===== src/design/step_ramp_pkg.sv =====
// Shared types and constants of the trapezoidal stepper ramp generator.
// Used by step_ramp_ctrl, step_ramp_dp and stepper_trapezoid_ramp; depends on nothing.
`timescale 1ns / 1ps

package step_ramp_pkg;

  // Stream widths: input fields pack into 61 bits, result fields into 40 bits.
  localparam int unsigned IN_TDATA_W  = 64;
  localparam int unsigned OUT_TDATA_W = 40;

  // Action codes carried by an input item.
  localparam logic [2:0] ACT_LOAD    = 3'd0;
  localparam logic [2:0] ACT_START   = 3'd1;
  localparam logic [2:0] ACT_STOP    = 3'd2;
  localparam logic [2:0] ACT_TICK    = 3'd3;
  localparam logic [2:0] ACT_DISABLE = 3'd4;

  // Ramp phase codes.
  localparam logic [2:0] PH_IDLE   = 3'd0;
  localparam logic [2:0] PH_ACCEL  = 3'd1;
  localparam logic [2:0] PH_CRUISE = 3'd2;
  localparam logic [2:0] PH_DECEL  = 3'd3;
  localparam logic [2:0] PH_LAST   = 3'd4;

  // The tick timer counts up to overflow, so the preload is this minus the period.
  localparam logic [15:0] RELOAD_BASE = 16'hFFFF;

  // Datapath operations issued by the controller, one per cycle.
  typedef enum logic [3:0] {
    DP_NOP,
    DP_LOAD,
    DP_START_INIT,
    DP_SUM_RD,
    DP_SUM_END,
    DP_START_FIN,
    DP_STOP,
    DP_DISABLE,
    DP_TICK_END,
    DP_TICK_RDA,
    DP_TICK_RDB,
    DP_TICK_UPD,
    DP_TICK_FIN
  } dp_op_e;

  typedef struct packed {
    logic   latch;
    dp_op_e op;
  } dp_cmd_t;

  typedef struct packed {
    logic [2:0] action;
    logic       running;
    logic       same_pos;
    logic       moving;
    logic       sum_last;
  } dp_status_t;

  // First member is the most significant, so action lands in the lowest bits.
  typedef struct packed {
    logic [15:0] entry_steps;
    logic [15:0] entry_period;
    logic [4:0]  entry_index;
    logic [4:0]  speed_index;
    logic [15:0] target_position;
    logic [2:0]  action;
  } in_item_t;

  typedef struct packed {
    logic [2:0]  phase;
    logic [15:0] position;
    logic [15:0] timer_reload;
    logic        timer_enabled;
    logic        busy_res;
    logic        driver_enabled;
    logic        direction;
    logic        step_level;
  } result_t;

endpackage


===== src/design/stepper_trapezoid_ramp.sv =====
// Top level of the trapezoidal stepper ramp generator: stream ports and result register.
// Depends on step_ramp_pkg, step_ramp_ctrl and step_ramp_dp.
`timescale 1ns / 1ps

// Usage
// Each input item on the slave stream carries one action: load a speed table entry, start a
// move, stop, timer tick or disable. Every accepted item produces exactly one result item on
// the master stream, a snapshot of the axis state after the action: step pin, direction,
// driver and timer enables, busy flag, timer preload value, position and ramp phase.
// Items are handled one at a time. Load, stop, disable, a tick with no move in the accel,
// cruise or decel phase, an unused action code, and a refused start (axis busy or already
// at the target) go from dispatch straight to the output register. A tick during a move
// first makes two reads of the steps table and one of the period table. A start that
// launches a move reads the steps table once per level up to the top, one entry a cycle, to sum
// the ramp length. tready rises again in the same cycle that the result enters the output
// register. The result sits in an output register, so the next item is accepted while it
// waits; if the receiver stalls, that next item completes its work and then holds until the
// register frees. Reset (asynchronous, active low) returns the axis to idle at position zero
// with the step pin and direction high and the driver off. The speed tables are not cleared;
// entries must be loaded before a move uses them.

module stepper_trapezoid_ramp #(
  parameter int unsigned TABLE_DEPTH = 20
) (
  input  logic                                   clk_i,
  input  logic                                   rst_ni,
  input  logic                                   s_axis_tvalid,
  output logic                                   s_axis_tready,
  // action[2:0], target_position[18:3], speed_index[23:19], entry_index[28:24],
  // entry_period[44:29], entry_steps[60:45], zero fill [63:61]
  input  logic [step_ramp_pkg::IN_TDATA_W-1:0]   s_axis_tdata,
  output logic                                   m_axis_tvalid,
  input  logic                                   m_axis_tready,
  // step_level[0], direction[1], driver_enabled[2], busy_res[3], timer_enabled[4],
  // timer_reload[20:5], position[36:21], phase[39:37]
  output logic [step_ramp_pkg::OUT_TDATA_W-1:0]  m_axis_tdata
);
  import step_ramp_pkg::*;

  in_item_t   in_item;
  dp_cmd_t    cmd;
  dp_status_t status;
  result_t    result;
  logic       out_free, emit;
  logic       m_valid_q;
  result_t    m_data_q;

  // The upper fill bits of tdata carry nothing.
  assign in_item = s_axis_tdata[$bits(in_item_t)-1:0];

  // The output register is free when empty or being drained in this cycle.
  assign out_free = !m_valid_q || m_axis_tready;

  step_ramp_ctrl u_ctrl (
    .clk_i      (clk_i),
    .rst_ni     (rst_ni),
    .in_valid_i (s_axis_tvalid),
    .in_ready_o (s_axis_tready),
    .status_i   (status),
    .cmd_o      (cmd),
    .out_free_i (out_free),
    .emit_o     (emit)
  );

  step_ramp_dp #(
    .TABLE_DEPTH (TABLE_DEPTH)
  ) u_dp (
    .clk_i    (clk_i),
    .rst_ni   (rst_ni),
    .item_i   (in_item),
    .cmd_i    (cmd),
    .status_o (status),
    .result_o (result)
  );

  always_ff @(posedge clk_i or negedge rst_ni) begin
    if (!rst_ni) begin
      m_valid_q <= 1'b0;
    end else if (emit) begin
      m_valid_q <= 1'b1;
    end else if (m_axis_tready) begin
      m_valid_q <= 1'b0;
    end
  end

  always_ff @(posedge clk_i) begin
    if (emit) m_data_q <= result;
  end

  assign m_axis_tvalid = m_valid_q;
  assign m_axis_tdata  = OUT_TDATA_W'(m_data_q);

  // A result is never produced in the cycle an item is accepted.
  assert property (@(posedge clk_i) disable iff (!rst_ni)
    (s_axis_tvalid && s_axis_tready) |-> !emit)
    else $error("result emitted while accepting an item");

  // The controller only loads the output register when it can take the result.
  assert property (@(posedge clk_i) disable iff (!rst_ni)
    emit |-> (!m_valid_q || m_axis_tready))
    else $error("result register overwritten while full");

  // After an item is accepted the block is busy with it and takes no item in the next cycle.
  assert property (@(posedge clk_i) disable iff (!rst_ni)
    (s_axis_tvalid && s_axis_tready) |=> !s_axis_tready)
    else $error("second item accepted back to back");

  // Reported phase stays within the defined codes.
  assert property (@(posedge clk_i) disable iff (!rst_ni)
    m_axis_tvalid |-> (m_data_q.phase <= PH_LAST))
    else $error("undefined ramp phase reported");

endmodule


===== src/design/step_ramp_ctrl.sv =====
// Sequencing state machine of the stepper ramp generator.
// Depends on step_ramp_pkg; drives step_ramp_dp through command and status structs.
`timescale 1ns / 1ps

module step_ramp_ctrl (
  input  logic                     clk_i,
  input  logic                     rst_ni,
  input  logic                     in_valid_i,
  output logic                     in_ready_o,
  input  step_ramp_pkg::dp_status_t status_i,
  output step_ramp_pkg::dp_cmd_t    cmd_o,
  input  logic                     out_free_i,
  output logic                     emit_o
);
  import step_ramp_pkg::*;

  localparam logic [3:0] ST_IDLE      = 4'd0;
  localparam logic [3:0] ST_DISPATCH  = 4'd1;
  localparam logic [3:0] ST_SUM       = 4'd2;
  localparam logic [3:0] ST_SUM_END   = 4'd3;
  localparam logic [3:0] ST_START_FIN = 4'd4;
  localparam logic [3:0] ST_TICK_B    = 4'd5;
  localparam logic [3:0] ST_TICK_UPD  = 4'd6;
  localparam logic [3:0] ST_TICK_FIN  = 4'd7;
  localparam logic [3:0] ST_EMIT      = 4'd8;

  logic [3:0] state_q, state_d;

  always_comb begin
    state_d     = state_q;
    cmd_o.latch = 1'b0;
    cmd_o.op    = DP_NOP;
    in_ready_o  = 1'b0;
    emit_o      = 1'b0;
    case (state_q)
      ST_IDLE: begin
        in_ready_o = 1'b1;
        if (in_valid_i) begin
          cmd_o.latch = 1'b1;
          state_d     = ST_DISPATCH;
        end
      end
      ST_DISPATCH: begin
        state_d = ST_EMIT;
        case (status_i.action)
          ACT_LOAD: cmd_o.op = DP_LOAD;
          ACT_START: begin
            cmd_o.op = DP_START_INIT;
            if (!status_i.running && !status_i.same_pos) state_d = ST_SUM;
          end
          ACT_STOP: cmd_o.op = DP_STOP;
          ACT_TICK: begin
            if (status_i.moving) begin
              cmd_o.op = DP_TICK_RDA;
              state_d  = ST_TICK_B;
            end else begin
              cmd_o.op = DP_TICK_END;
            end
          end
          ACT_DISABLE: cmd_o.op = DP_DISABLE;
          default: cmd_o.op = DP_NOP;
        endcase
      end
      ST_SUM: begin
        cmd_o.op = DP_SUM_RD;
        if (status_i.sum_last) state_d = ST_SUM_END;
      end
      ST_SUM_END: begin
        cmd_o.op = DP_SUM_END;
        state_d  = ST_START_FIN;
      end
      ST_START_FIN: begin
        cmd_o.op = DP_START_FIN;
        state_d  = ST_EMIT;
      end
      ST_TICK_B: begin
        cmd_o.op = DP_TICK_RDB;
        state_d  = ST_TICK_UPD;
      end
      ST_TICK_UPD: begin
        cmd_o.op = DP_TICK_UPD;
        state_d  = ST_TICK_FIN;
      end
      ST_TICK_FIN: begin
        cmd_o.op = DP_TICK_FIN;
        state_d  = ST_EMIT;
      end
      ST_EMIT: begin
        if (out_free_i) begin
          emit_o  = 1'b1;
          state_d = ST_IDLE;
        end
      end
      default: state_d = ST_IDLE;
    endcase
  end

  always_ff @(posedge clk_i or negedge rst_ni) begin
    if (!rst_ni) begin
      state_q <= ST_IDLE;
    end else begin
      state_q <= state_d;
    end
  end

endmodule


===== src/design/step_ramp_dp.sv =====
// Datapath of the stepper ramp generator: speed table memories and the move state.
// Depends on step_ramp_pkg; executes one operation per cycle from step_ramp_ctrl.
`timescale 1ns / 1ps

module step_ramp_dp #(
  parameter int unsigned TABLE_DEPTH = 20
) (
  input  logic                      clk_i,
  input  logic                      rst_ni,
  input  step_ramp_pkg::in_item_t   item_i,
  input  step_ramp_pkg::dp_cmd_t    cmd_i,
  output step_ramp_pkg::dp_status_t status_o,
  output step_ramp_pkg::result_t    result_o
);
  import step_ramp_pkg::*;

  localparam int unsigned IW = $clog2(TABLE_DEPTH);
  localparam logic [IW-1:0] LAST_LVL = IW'(TABLE_DEPTH - 1);
  localparam logic [IW-1:0] TOP_RST  = (TABLE_DEPTH - 1 < 19) ? IW'(TABLE_DEPTH - 1) : IW'(19);

  logic [15:0] period_mem [TABLE_DEPTH];
  logic [15:0] steps_mem  [TABLE_DEPTH];

  in_item_t           in_q;
  logic [15:0]        st_rdata_q, pt_rdata_q, a_q;
  logic               st_rd_en, pt_rd_en, wr_en;
  logic [IW-1:0]      st_rd_addr, pt_rd_addr;

  logic [IW-1:0]      lvl_q, lvl_d, top_q, top_d, j_q, j_d;
  logic [15:0]        sc_q, sc_d, mark_q, mark_d, decel_q, decel_d;
  logic [15:0]        mlen_q, mlen_d, mid_q, mid_d, rtotal_q, rtotal_d, reload_q, reload_d;
  logic signed [15:0] pos_q, pos_d;
  logic [2:0]         phase_q, phase_d;
  logic               half_q, half_d, sign_q, sign_d, pin_q, pin_d, dir_q, dir_d;
  logic               en_q, en_d, tmr_q, tmr_d, run_q, run_d, pend_q, pend_d;

  logic [IW-1:0]      lvl_up, lvl_dn;
  logic               is_climb, long_move, same_pos, entry_ok;
  logic signed [15:0] tgt;
  logic [15:0]        decel_mark;

  assign tgt        = $signed(in_q.target_position);
  assign lvl_up     = (lvl_q == LAST_LVL) ? lvl_q : lvl_q + 1'b1;
  assign lvl_dn     = (lvl_q == '0) ? '0 : lvl_q - 1'b1;
  assign is_climb   = (phase_q == PH_ACCEL) || (phase_q == PH_CRUISE);
  assign long_move  = {1'b0, mlen_q} > {rtotal_q, 1'b0};
  assign same_pos   = (tgt == pos_q);
  assign decel_mark = decel_q + a_q;
  assign entry_ok   = {27'd0, in_q.entry_index} < 32'(TABLE_DEPTH);
  assign wr_en      = (cmd_i.op == DP_LOAD) && entry_ok;

  // Read port selection for both tables.
  always_comb begin
    st_rd_en   = 1'b0;
    st_rd_addr = '0;
    pt_rd_en   = 1'b0;
    pt_rd_addr = '0;
    case (cmd_i.op)
      DP_SUM_RD: begin
        st_rd_en   = 1'b1;
        st_rd_addr = j_q;
      end
      DP_TICK_RDA: begin
        st_rd_en = 1'b1;
        if (is_climb) st_rd_addr = (lvl_q == '0) ? '0 : lvl_up;
        else          st_rd_addr = lvl_q;
      end
      DP_TICK_RDB: begin
        st_rd_en   = 1'b1;
        st_rd_addr = is_climb ? IW'(1) : lvl_dn;
      end
      DP_SUM_END: pt_rd_en = 1'b1;
      DP_TICK_UPD: begin
        pt_rd_en   = 1'b1;
        pt_rd_addr = lvl_d;
      end
      default: ;
    endcase
  end

  always_ff @(posedge clk_i) begin
    if (wr_en) begin
      period_mem[IW'(in_q.entry_index)] <= in_q.entry_period;
      steps_mem[IW'(in_q.entry_index)]  <= in_q.entry_steps;
    end
    if (st_rd_en) st_rdata_q <= steps_mem[st_rd_addr];
    if (pt_rd_en) pt_rdata_q <= period_mem[pt_rd_addr];
  end

  always_ff @(posedge clk_i) begin
    if (cmd_i.latch) in_q <= item_i;
    if (cmd_i.op == DP_TICK_RDB) a_q <= st_rdata_q;
  end

  always_comb begin
    lvl_d    = lvl_q;
    top_d    = top_q;
    j_d      = j_q;
    sc_d     = sc_q;
    mark_d   = mark_q;
    decel_d  = decel_q;
    mlen_d   = mlen_q;
    mid_d    = mid_q;
    rtotal_d = rtotal_q;
    reload_d = reload_q;
    pos_d    = pos_q;
    phase_d  = phase_q;
    half_d   = half_q;
    sign_d   = sign_q;
    pin_d    = pin_q;
    dir_d    = dir_q;
    en_d     = en_q;
    tmr_d    = tmr_q;
    run_d    = run_q;
    pend_d   = pend_q;
    case (cmd_i.op)
      DP_START_INIT: begin
        top_d    = (int'(in_q.speed_index) > TABLE_DEPTH - 1) ? LAST_LVL
                                                               : IW'(in_q.speed_index);
        rtotal_d = '0;
        j_d      = '0;
        pend_d   = 1'b0;
        if (!run_q && !same_pos) begin
          if (tgt < pos_q) begin
            dir_d  = 1'b1;
            sign_d = 1'b1;
            mlen_d = $unsigned(pos_q - tgt);
          end else begin
            dir_d  = 1'b0;
            sign_d = 1'b0;
            mlen_d = $unsigned(tgt - pos_q);
          end
        end
      end
      DP_SUM_RD: begin
        if (pend_q) rtotal_d = rtotal_q + st_rdata_q;
        pend_d = 1'b1;
        j_d    = j_q + 1'b1;
      end
      DP_SUM_END: begin
        rtotal_d = rtotal_q + st_rdata_q;
        pend_d   = 1'b0;
      end
      DP_START_FIN: begin
        if (long_move) begin
          mid_d   = rtotal_q;
          decel_d = mlen_q - rtotal_q;
        end else begin
          mid_d   = (mlen_q - 16'd1) >> 1;
          decel_d = (mlen_q - 16'd1) >> 1;
        end
        sc_d     = '0;
        mark_d   = '0;
        lvl_d    = '0;
        phase_d  = PH_ACCEL;
        run_d    = 1'b1;
        en_d     = 1'b1;
        tmr_d    = 1'b1;
        reload_d = RELOAD_BASE - pt_rdata_q;
      end
      DP_STOP: begin
        sc_d    = decel_q;
        phase_d = PH_DECEL;
      end
      DP_DISABLE: begin
        en_d  = 1'b0;
        tmr_d = 1'b0;
      end
      DP_TICK_END: begin
        phase_d = PH_IDLE;
        tmr_d   = 1'b0;
        run_d   = 1'b0;
      end
      DP_TICK_UPD: begin
        // a_q holds the first table read, st_rdata_q the second.
        pin_d  = ~pin_q;
        half_d = ~half_q;
        if (is_climb) begin
          if (lvl_q == '0) begin
            if (sc_q == a_q) begin
              mark_d = mark_q + a_q + st_rdata_q;
              lvl_d  = IW'(1);
            end
          end else if (lvl_q != top_q) begin
            if (sc_q == mark_q) begin
              lvl_d  = lvl_up;
              mark_d = mark_q + a_q;
            end
          end
          if (phase_q == PH_ACCEL) begin
            if (sc_q == mid_q) phase_d = long_move ? PH_CRUISE : PH_DECEL;
          end else if (sc_q == decel_q) begin
            phase_d = PH_DECEL;
          end
        end else begin
          if ((lvl_q == top_q) && (lvl_q != '0)) begin
            if (sc_q == decel_mark) begin
              mark_d = decel_mark + st_rdata_q;
              lvl_d  = lvl_dn;
            end
          end else if (lvl_q != '0) begin
            if (sc_q == mark_q) begin
              lvl_d  = lvl_dn;
              mark_d = mark_q + st_rdata_q;
            end
          end
          if (sc_q == mlen_q) phase_d = PH_LAST;
        end
        // A full step completes, advancing position and step count, on the pin edges made while half_q is clear.
        if (!half_q) begin
          pos_d = sign_q ? pos_q - 16'sd1 : pos_q + 16'sd1;
          sc_d  = sc_q + 16'd1;
        end
      end
      DP_TICK_FIN: reload_d = RELOAD_BASE - pt_rdata_q;
      default: ;
    endcase
  end

  always_ff @(posedge clk_i or negedge rst_ni) begin
    if (!rst_ni) begin
      lvl_q    <= '0;
      top_q    <= TOP_RST;
      j_q      <= '0;
      sc_q     <= '0;
      mark_q   <= '0;
      decel_q  <= '0;
      mlen_q   <= '0;
      mid_q    <= '0;
      rtotal_q <= '0;
      reload_q <= '0;
      pos_q    <= '0;
      phase_q  <= PH_IDLE;
      half_q   <= 1'b0;
      sign_q   <= 1'b0;
      pin_q    <= 1'b1;
      dir_q    <= 1'b1;
      en_q     <= 1'b0;
      tmr_q    <= 1'b0;
      run_q    <= 1'b0;
      pend_q   <= 1'b0;
    end else begin
      lvl_q    <= lvl_d;
      top_q    <= top_d;
      j_q      <= j_d;
      sc_q     <= sc_d;
      mark_q   <= mark_d;
      decel_q  <= decel_d;
      mlen_q   <= mlen_d;
      mid_q    <= mid_d;
      rtotal_q <= rtotal_d;
      reload_q <= reload_d;
      pos_q    <= pos_d;
      phase_q  <= phase_d;
      half_q   <= half_d;
      sign_q   <= sign_d;
      pin_q    <= pin_d;
      dir_q    <= dir_d;
      en_q     <= en_d;
      tmr_q    <= tmr_d;
      run_q    <= run_d;
      pend_q   <= pend_d;
    end
  end

  assign status_o.action   = in_q.action;
  assign status_o.running  = run_q;
  assign status_o.same_pos = same_pos;
  assign status_o.moving   = is_climb || (phase_q == PH_DECEL);
  assign status_o.sum_last = (j_q == top_q);

  assign result_o.phase          = phase_q;
  assign result_o.position       = pos_q;
  assign result_o.timer_reload   = reload_q;
  assign result_o.timer_enabled  = tmr_q;
  assign result_o.busy_res       = run_q;
  assign result_o.driver_enabled = en_q;
  assign result_o.direction      = dir_q;
  assign result_o.step_level     = pin_q;

endmodule

===== config.mk =====
export PLATFORM = sky130hd
export DESIGN_NAME = stepper_trapezoid_ramp
export DESIGN_NICKNAME = d
export VERILOG_FILES = /design/src/design/step_ramp_pkg.sv /design/src/design/stepper_trapezoid_ramp.sv /design/src/design/step_ramp_ctrl.sv /design/src/design/step_ramp_dp.sv
export SDC_FILE = /design/constraint.sdc
export NUM_CORES = 2
export LEC_CHECK = 0
export BUFFER_PORTS_ARGS = -buffer_cell sky130_fd_sc_hd__buf_2
export CORE_ASPECT_RATIO = 0.6
export CORE_MARGIN = 8
export CORE_UTILIZATION = 50
export CTS_CLUSTER_DIAMETER = 50
export DETAILED_ROUTE_END_ITERATION = 12
export HOLD_SLACK_MARGIN = 0.08
export MAX_ROUTING_LAYER = met4
export PLACE_DENSITY_LB_ADDON = 0.3
export REMOVE_ABC_BUFFERS = 1
export SLEW_MARGIN = 20
export SYNTH_ARGS = -nofsm -noshare
export SYNTH_HDL_FRONTEND = slang
export SYNTH_HIERARCHICAL = 1
export SYNTH_SLANG_ARGS = --single-unit

===== constraint.sdc =====
create_clock -name clk_i -period 6.1 [get_ports clk_i]
set_input_delay 1.22 -clock clk_i [delete_from_list [all_inputs] [get_ports clk_i]]
set_output_delay 1.22 -clock clk_i [all_outputs]
set_load 0.1 [all_outputs]

; Word level (Yosys, flattened, before mapping)
; Memories as Yosys holds them, arrays and structs flattened. A register that Yosys moved wholly into a read port is not among the register bits.
; Index checks and enable logic that the tools add are counted.
[word_totals]
ff_bits = 276
ram_bits = 640
input_bits = 68
output_inout_bits = 42
word_cells = 220
mem_count = 2
[memory_table]
columns = memory, words, width, rd, rd_clocked_by_memory_dff, wr, line_no
row1 = u_dp.period_mem, 20, 16, 1, 1, 1, step_ramp_dp.sv:21  ; logic [15:0] period_mem [TABLE_DEPTH];
row2 = u_dp.steps_mem, 20, 16, 1, 1, 1, step_ramp_dp.sv:22  ; logic [15:0] steps_mem [TABLE_DEPTH];
[classes]
addsub = 17
n_lt_le_gt_ge = 4
n_eq_ne = 52
n_mux = 70
n_bitwise = 2
reduce_logical = 36
[op_table]
columns = operator, n
row1 = $mux W16, 15
row2 = $eq A16 B16 Y1, 7
row3 = $add A16 B16 Y16, 6
row4 = $pmux W16 S3, 2
row5 = $mux W5, 16
row6 = $sub A16 B16 Y16, 3
row7 = $eq A4 B3 Y1 const B, 8
row8 = $pmux W16 S2, 1
row9 = $pmux W4 S8, 1
row10 = $pmux W4 S7, 1
row11 = $eq A4 B4 Y1 const B, 6
row12 = $mux W4, 5
row13 = $ne A4 B4 Y1 const B, 5
row14 = $pmux W4 S5, 1
row15 = $pmux W5 S2, 2
row16 = $gt A16 B17 Y1, 1
row17 = $add A16 B1 Y16 const B, 1
row18 = $add A16 B2 Y16 const B, 1
row19 = $eq A4 B2 Y1 const B, 4
row20 = $lt A16 B16 Y1, 1
row21 = $sub A16 B1 Y16 const B, 1
row22 = $sub A16 B16 Y16 const A, 1
row23 = $sub A16 B2 Y16 const B, 1
row24 = $mux W3, 5
row25 = 38 further kinds, 86

; Longest topological paths before layout
[depth]
ltp_word = 10
ltp_mapped = 27
mapped_depth_nobuf = 24

; Modules after synthesis
; The synthesis kept the hierarchy.
[by_module_without_submodules]
columns = module, n_inst, cells_per_inst, area_each_um2, seq_area_each_um2
row1 = step_ramp_dp, 1, 3672, 44101.0, 26351.5
row2 = stepper_trapezoid_ramp, 1, 43, 1248.7, 1226.2
row3 = step_ramp_ctrl, 1, 58, 437.9, 100.1

; Worst setup path after synthesis
; OpenSTA, ideal clock, no wires.
[synth_path]
kind = reg-to-reg
startpoint = register u_ctrl.state_q[1]
endpoint = register u_dp/in_q[19] in the netlist's numbering, enable pin
setup_ps = 424
arrival_time_ps = 5290
required_ps = 5676
setup_slack_ps = 386
stages_incl_launch_ff = 4
n_path_buf = 1
synth_period_minus_slack_ps = 5714
path_cell_list = dfrtp_1 > buf_4 > nor4_1 > and2_1
[synth_lines]
columns = element, line_no
row1 = from (decl), step_ramp_ctrl.sv:27  ; logic [3:0] state_q, state_d;
row2 = from (signal assigned), step_ramp_ctrl.sv:102  ; state_q <= state_d;
row3 = to (signal assigned), step_ramp_dp.sv:91  ; if (cmd_i.latch) in_q <= item_i;
row4 = to (decl), step_ramp_dp.sv:24  ; in_item_t in_q;

; Final worst setup path
[layout_path]
startpoint = register u_dp.a_q[10]
endpoint = register u_dp.pt_rdata_q[12] (read register of u_dp.period_mem), data pin
[layout_between]
elab_chain_len = 7
word_cells_on_any_way = 10
classes_between = add/sub: 1 / eq/ne: 2 / mux: 7
[layout_rtl]
columns = element, line_no
row1 = from (decl), step_ramp_dp.sv:25  ; logic [15:0] st_rdata_q, pt_rdata_q, a_q;
row2 = from (signal assigned), step_ramp_dp.sv:92  ; if (cmd_i.op == DP_TICK_RDB) a_q <= st_rdata_q;
row3 = $add A16 B16 Y16, step_ramp_dp.sv:48  ; assign decel_mark = decel_q + a_q;
row4 = $eq A16 B16 Y1, step_ramp_dp.sv:197  ; if (sc_q == decel_mark) begin
row5 = $mux W5, step_ramp_dp.sv:197
row6 = $mux W5, step_ramp_dp.sv:196  ; if ((lvl_q == top_q) && (lvl_q != '0)) begin
row7 = $mux W5 *, step_ramp_dp.sv:178  ; if (is_climb) begin
row8 = $pmux W5 S2 *, step_ramp_dp.sv:116  ; case (cmd_i.op)
row9 = $mux W5 *, step_ramp_dp.sv:58  ; case (cmd_i.op)
row10 = to (decl), step_ramp_dp.sv:25
; Mark *: on every way between the ends. The rest lies on a longest branch, timed or not.
; A chain may end at the register's enable or synchronous reset.

==> impl_metrics.json <==
{
  "cts_tree": "yes",
  "max-vdd-ir-drop_uv": 323,
  "finalHoldViolCount": 0,
  "drv_cap": 0,
  "pre_cts_slack_ps": 561,
  "initial_utilization": 0.502,
  "cts_sinks": 948,
  "core_mm2": 0.0912,
  "crit_family": "simple AND/OR/NAND/NOR gates",
  "synth_edf_count": 789,
  "cp.arrival_ps": 6160,
  "hold_class": "reg -> reg",
  "avgSynthCellArea_um2": 12.1,
  "cts.path.max_buffers": 3,
  "cts-resized-gates": 0,
  "async_reset_ff_frac": 0.168,
  "critical_path.startpoint": "u_dp/a_q[10]",
  "yosysWarnings": 6,
  "cp_cell_sequence": "ha_1 -> xnor2_1 -> a21boi_0 -> o221ai_1 -> nor4b_1 -> nand4_1 -> nor4_1 -> nand4_1 -> o31a_1 -> a2111o_1 -> nor3b_2 -> a22oi_1 -> nand2_1 -> a211oi_1",
  "dieArea_mm2": 0.102,
  "fin_crit_sh": 0.941,
  "crit_buf_inv": 0,
  "grt_first_pass_wirelength_um": 180000,
  "path_max_fanout": 10,
  "final_max_slew_viol_count": 0,
  "clock_latency_ps": 690,
  "p_leak_nw": 20.2,
  "routed_wl_um": 121000,
  "hp-start": "u_dp/pt_rdata_q[1]",
  "drive_above_1_share": 0.117,
  "fp.dieH_um": 250,
  "status": "complete, no violations",
  "track_usage": 0.238,
  "numCtsBuffers": 93,
  "drc": 0,
  "antenna_found_initial": 5,
  "grt_max_degree": 132,
  "cts_root_buf": "clkbuf_16",
  "worstSetupEndpointType": "register",
  "max_freq_ghz": 0.174,
  "syn_inst": 3773,
  "r2r_start": "u_dp/a_q[10]",
  "p_total_mw": 19.9,
  "routedWlPerCell_um": 23.2,
  "grt_pass1_vias": 28700,
  "dp_hpwl_um": 82900,
  "relSlewSlack": 0.197,
  "syn_area_mm2": 0.0458,
  "core.rowCount": 86,
  "crit_type": "reg -> reg",
  "dr.pass1.iters": 6,
  "synthFlopType": "edfxtp_1",
  "ctsHoldBuffers": 0,
  "ant_nets": 0,
  "yosys_register_bits": 948,
  "place.gp.congestion": 0.958,
  "ys_seq_area_frac": 0.604,
  "min_period_ps": 5740,
  "drtIter0Drc": 3538,
  "synth.distinct_cells": 89,
  "slowest_stage": "nor3b_2",
  "worst-endpoint-required_ps": 6520,
  "vias": 30800,
  "rsz0062_at_grt": "no",
  "numPortBuffers": 106,
  "area_delta_synth_final_pct": 12.1,
  "cp-start-kind": "register",
  "critPathMaxStageDelay_ps": 1020,
  "powerDensity_mw_per_mm2": 387,
  "hold_ws_ps": 432,
  "skew_ps": 32.2,
  "grt-ovfl-total": 0,
  "htree_levels": 3,
  "finalSetupViolCount": 0,
  "nets": 4121,
  "cts_setup_buffers": 0,
  "setup_slack_ps": 360,
  "cpMostUsedCell": "nand4_1",
  "worst_pin_slew_ps": 1200,
  "fillers": 7608,
  "clk_pin_slew_ps": 70,
  "vias_per_cell": 5.93,
  "io_pins": 110,
  "die_x_um": 407
}
registers in the layout, indices dropped and copies added (netlist names), 40 cells and up:
| name | cells |
|---|---|
| u_dp/period_mem | 320 |
| u_dp/steps_mem | 320 |
| u_dp/in_q | 42 |
| m_axis_tdata | 40 |
per-stage QoR:
stage	area, um^2	std cells	util	TNS, ps
floorplan	44900	3570	-	-313960
global placement	48200	5026	0.529	0
detailed placement	48200	5026	0.529	0
CTS	51300	5199	0.562	0
global route	51300	5201	0.562	0
finish	51300	5203	0.563	0
metal layers:
metal / up-vias / wire, um / share of wire / global-route usage
li1: 14300 / - / - / -
met1: 15100 / 58500 / 0.48 / 0.379
met2: 1321 / 47000 / 0.39 / 0.303
met3: 142 / 12700 / 0.11 / 0.0596
met4: 0 / 2410 / 0.020 / 0.0473
met5: - / 0 / 0 / -
cells by family after synthesis:
| kind of cell | Yosys count | share of synthesized area |
|---|---|---|
| flops | 948 | 0.604 |
| mux | 249 | 0.0554 |
| compound gates | 882 | 0.123 |
| simple gates | 984 | 0.0995 |
| fa+ha+maj | 164 | 0.0463 |
| buf+inv | 328 | 0.0291 |
| xor+xnor | 218 | 0.0419 |
cell usage in the layout (no fill, tap or decap), types with 82 or more instances in the layout:
master / netlist / final
mux2i_1: 212 / 212
dfrtp_1: 154 / 154
ha_1: 155 / 155
nor2_1: 151 / 136
nand2_1: 476 / 475
xnor2_1: 135 / 135
buf_4: 12 / 111
inv_1: 124 / 124
buf_2: 32 / 105
edfxtp_1: 789 / 789
a211oi_1: 103 / 103
clkbuf_16: 0 / 93
o21ai_0: 274 / 273
xor2_1: 82 / 82
a21oi_1: 167 / 164
path summary, 6_finish.rpt:
kind,to,slack (ps),cells after the start
setup / recovery,u_dp/pt_rdata_q[12],360,14
hold reg to reg,u_dp/reload_q[1],430,1
hold / removal,u_dp/reload_q[1],430,1
max in group asynchronous,u_dp/pos_q[14],4510,2
setup reg to reg,u_dp/pt_rdata_q[12],360,14
min in group asynchronous,u_dp/reload_q[8],440,1
power breakdown:
group / leakage [nW] / total [mW] / switching, mW / internal, mW
clock: 1.51 / 5.80 / 2.53 / 3.27
combinational: 9.40 / 5.28 / 3.51 / 1.77
sequential: 9.24 / 8.79 / 0.829 / 7.97
cell usage after synthesis (all sizes together), types with 7 or more instances:
cell	number	area (um^2)
o22a	8	70.1
buf	67	352
o22ai	7	43.8
fa	9	180
edfxtp	789	23700
xnor2	136	1200
nor3	53	270
o31ai	18	135
o221ai	8	70.1
nor2b	28	175
xor2	82	718
o21a	16	120
dfrtp	154	3850
o211ai	10	75.1
nand2	476	1790
nor2	151	567
a21o	47	353
a21boi	19	143
nor4	23	159
a211o	10	87.6
nor3b	7	57.6
nand3	46	245
ha	155	1940
clkbuf	136	510
inv	125	469
a211oi	103	773
nand4	31	194
a311oi	37	324
and2	80	500
mux2	37	417
nand3b	9	67.6
a21oi	168	845
a22oi	24	180
o21bai	18	135
mux2i	212	2120
or3	18	113
o21ai	277	1390
nand2b	27	186
and3	20	125
a31oi	49	307
final cells by class:
class	count	area (um^2)	area share
antenna	4	10.0	0.000195
clock buffer	112	2440	0.0475
clock inverter	61	644	0.0126
inverter	125	469	0.00914
multi-input combinational	2497	17000	0.332
sequential	948	27700	0.539
tap	1232	1540	0.0300
timing repair buffer	224	1510	0.0294
Note: power is estimated with default switching activity, not from simulation.
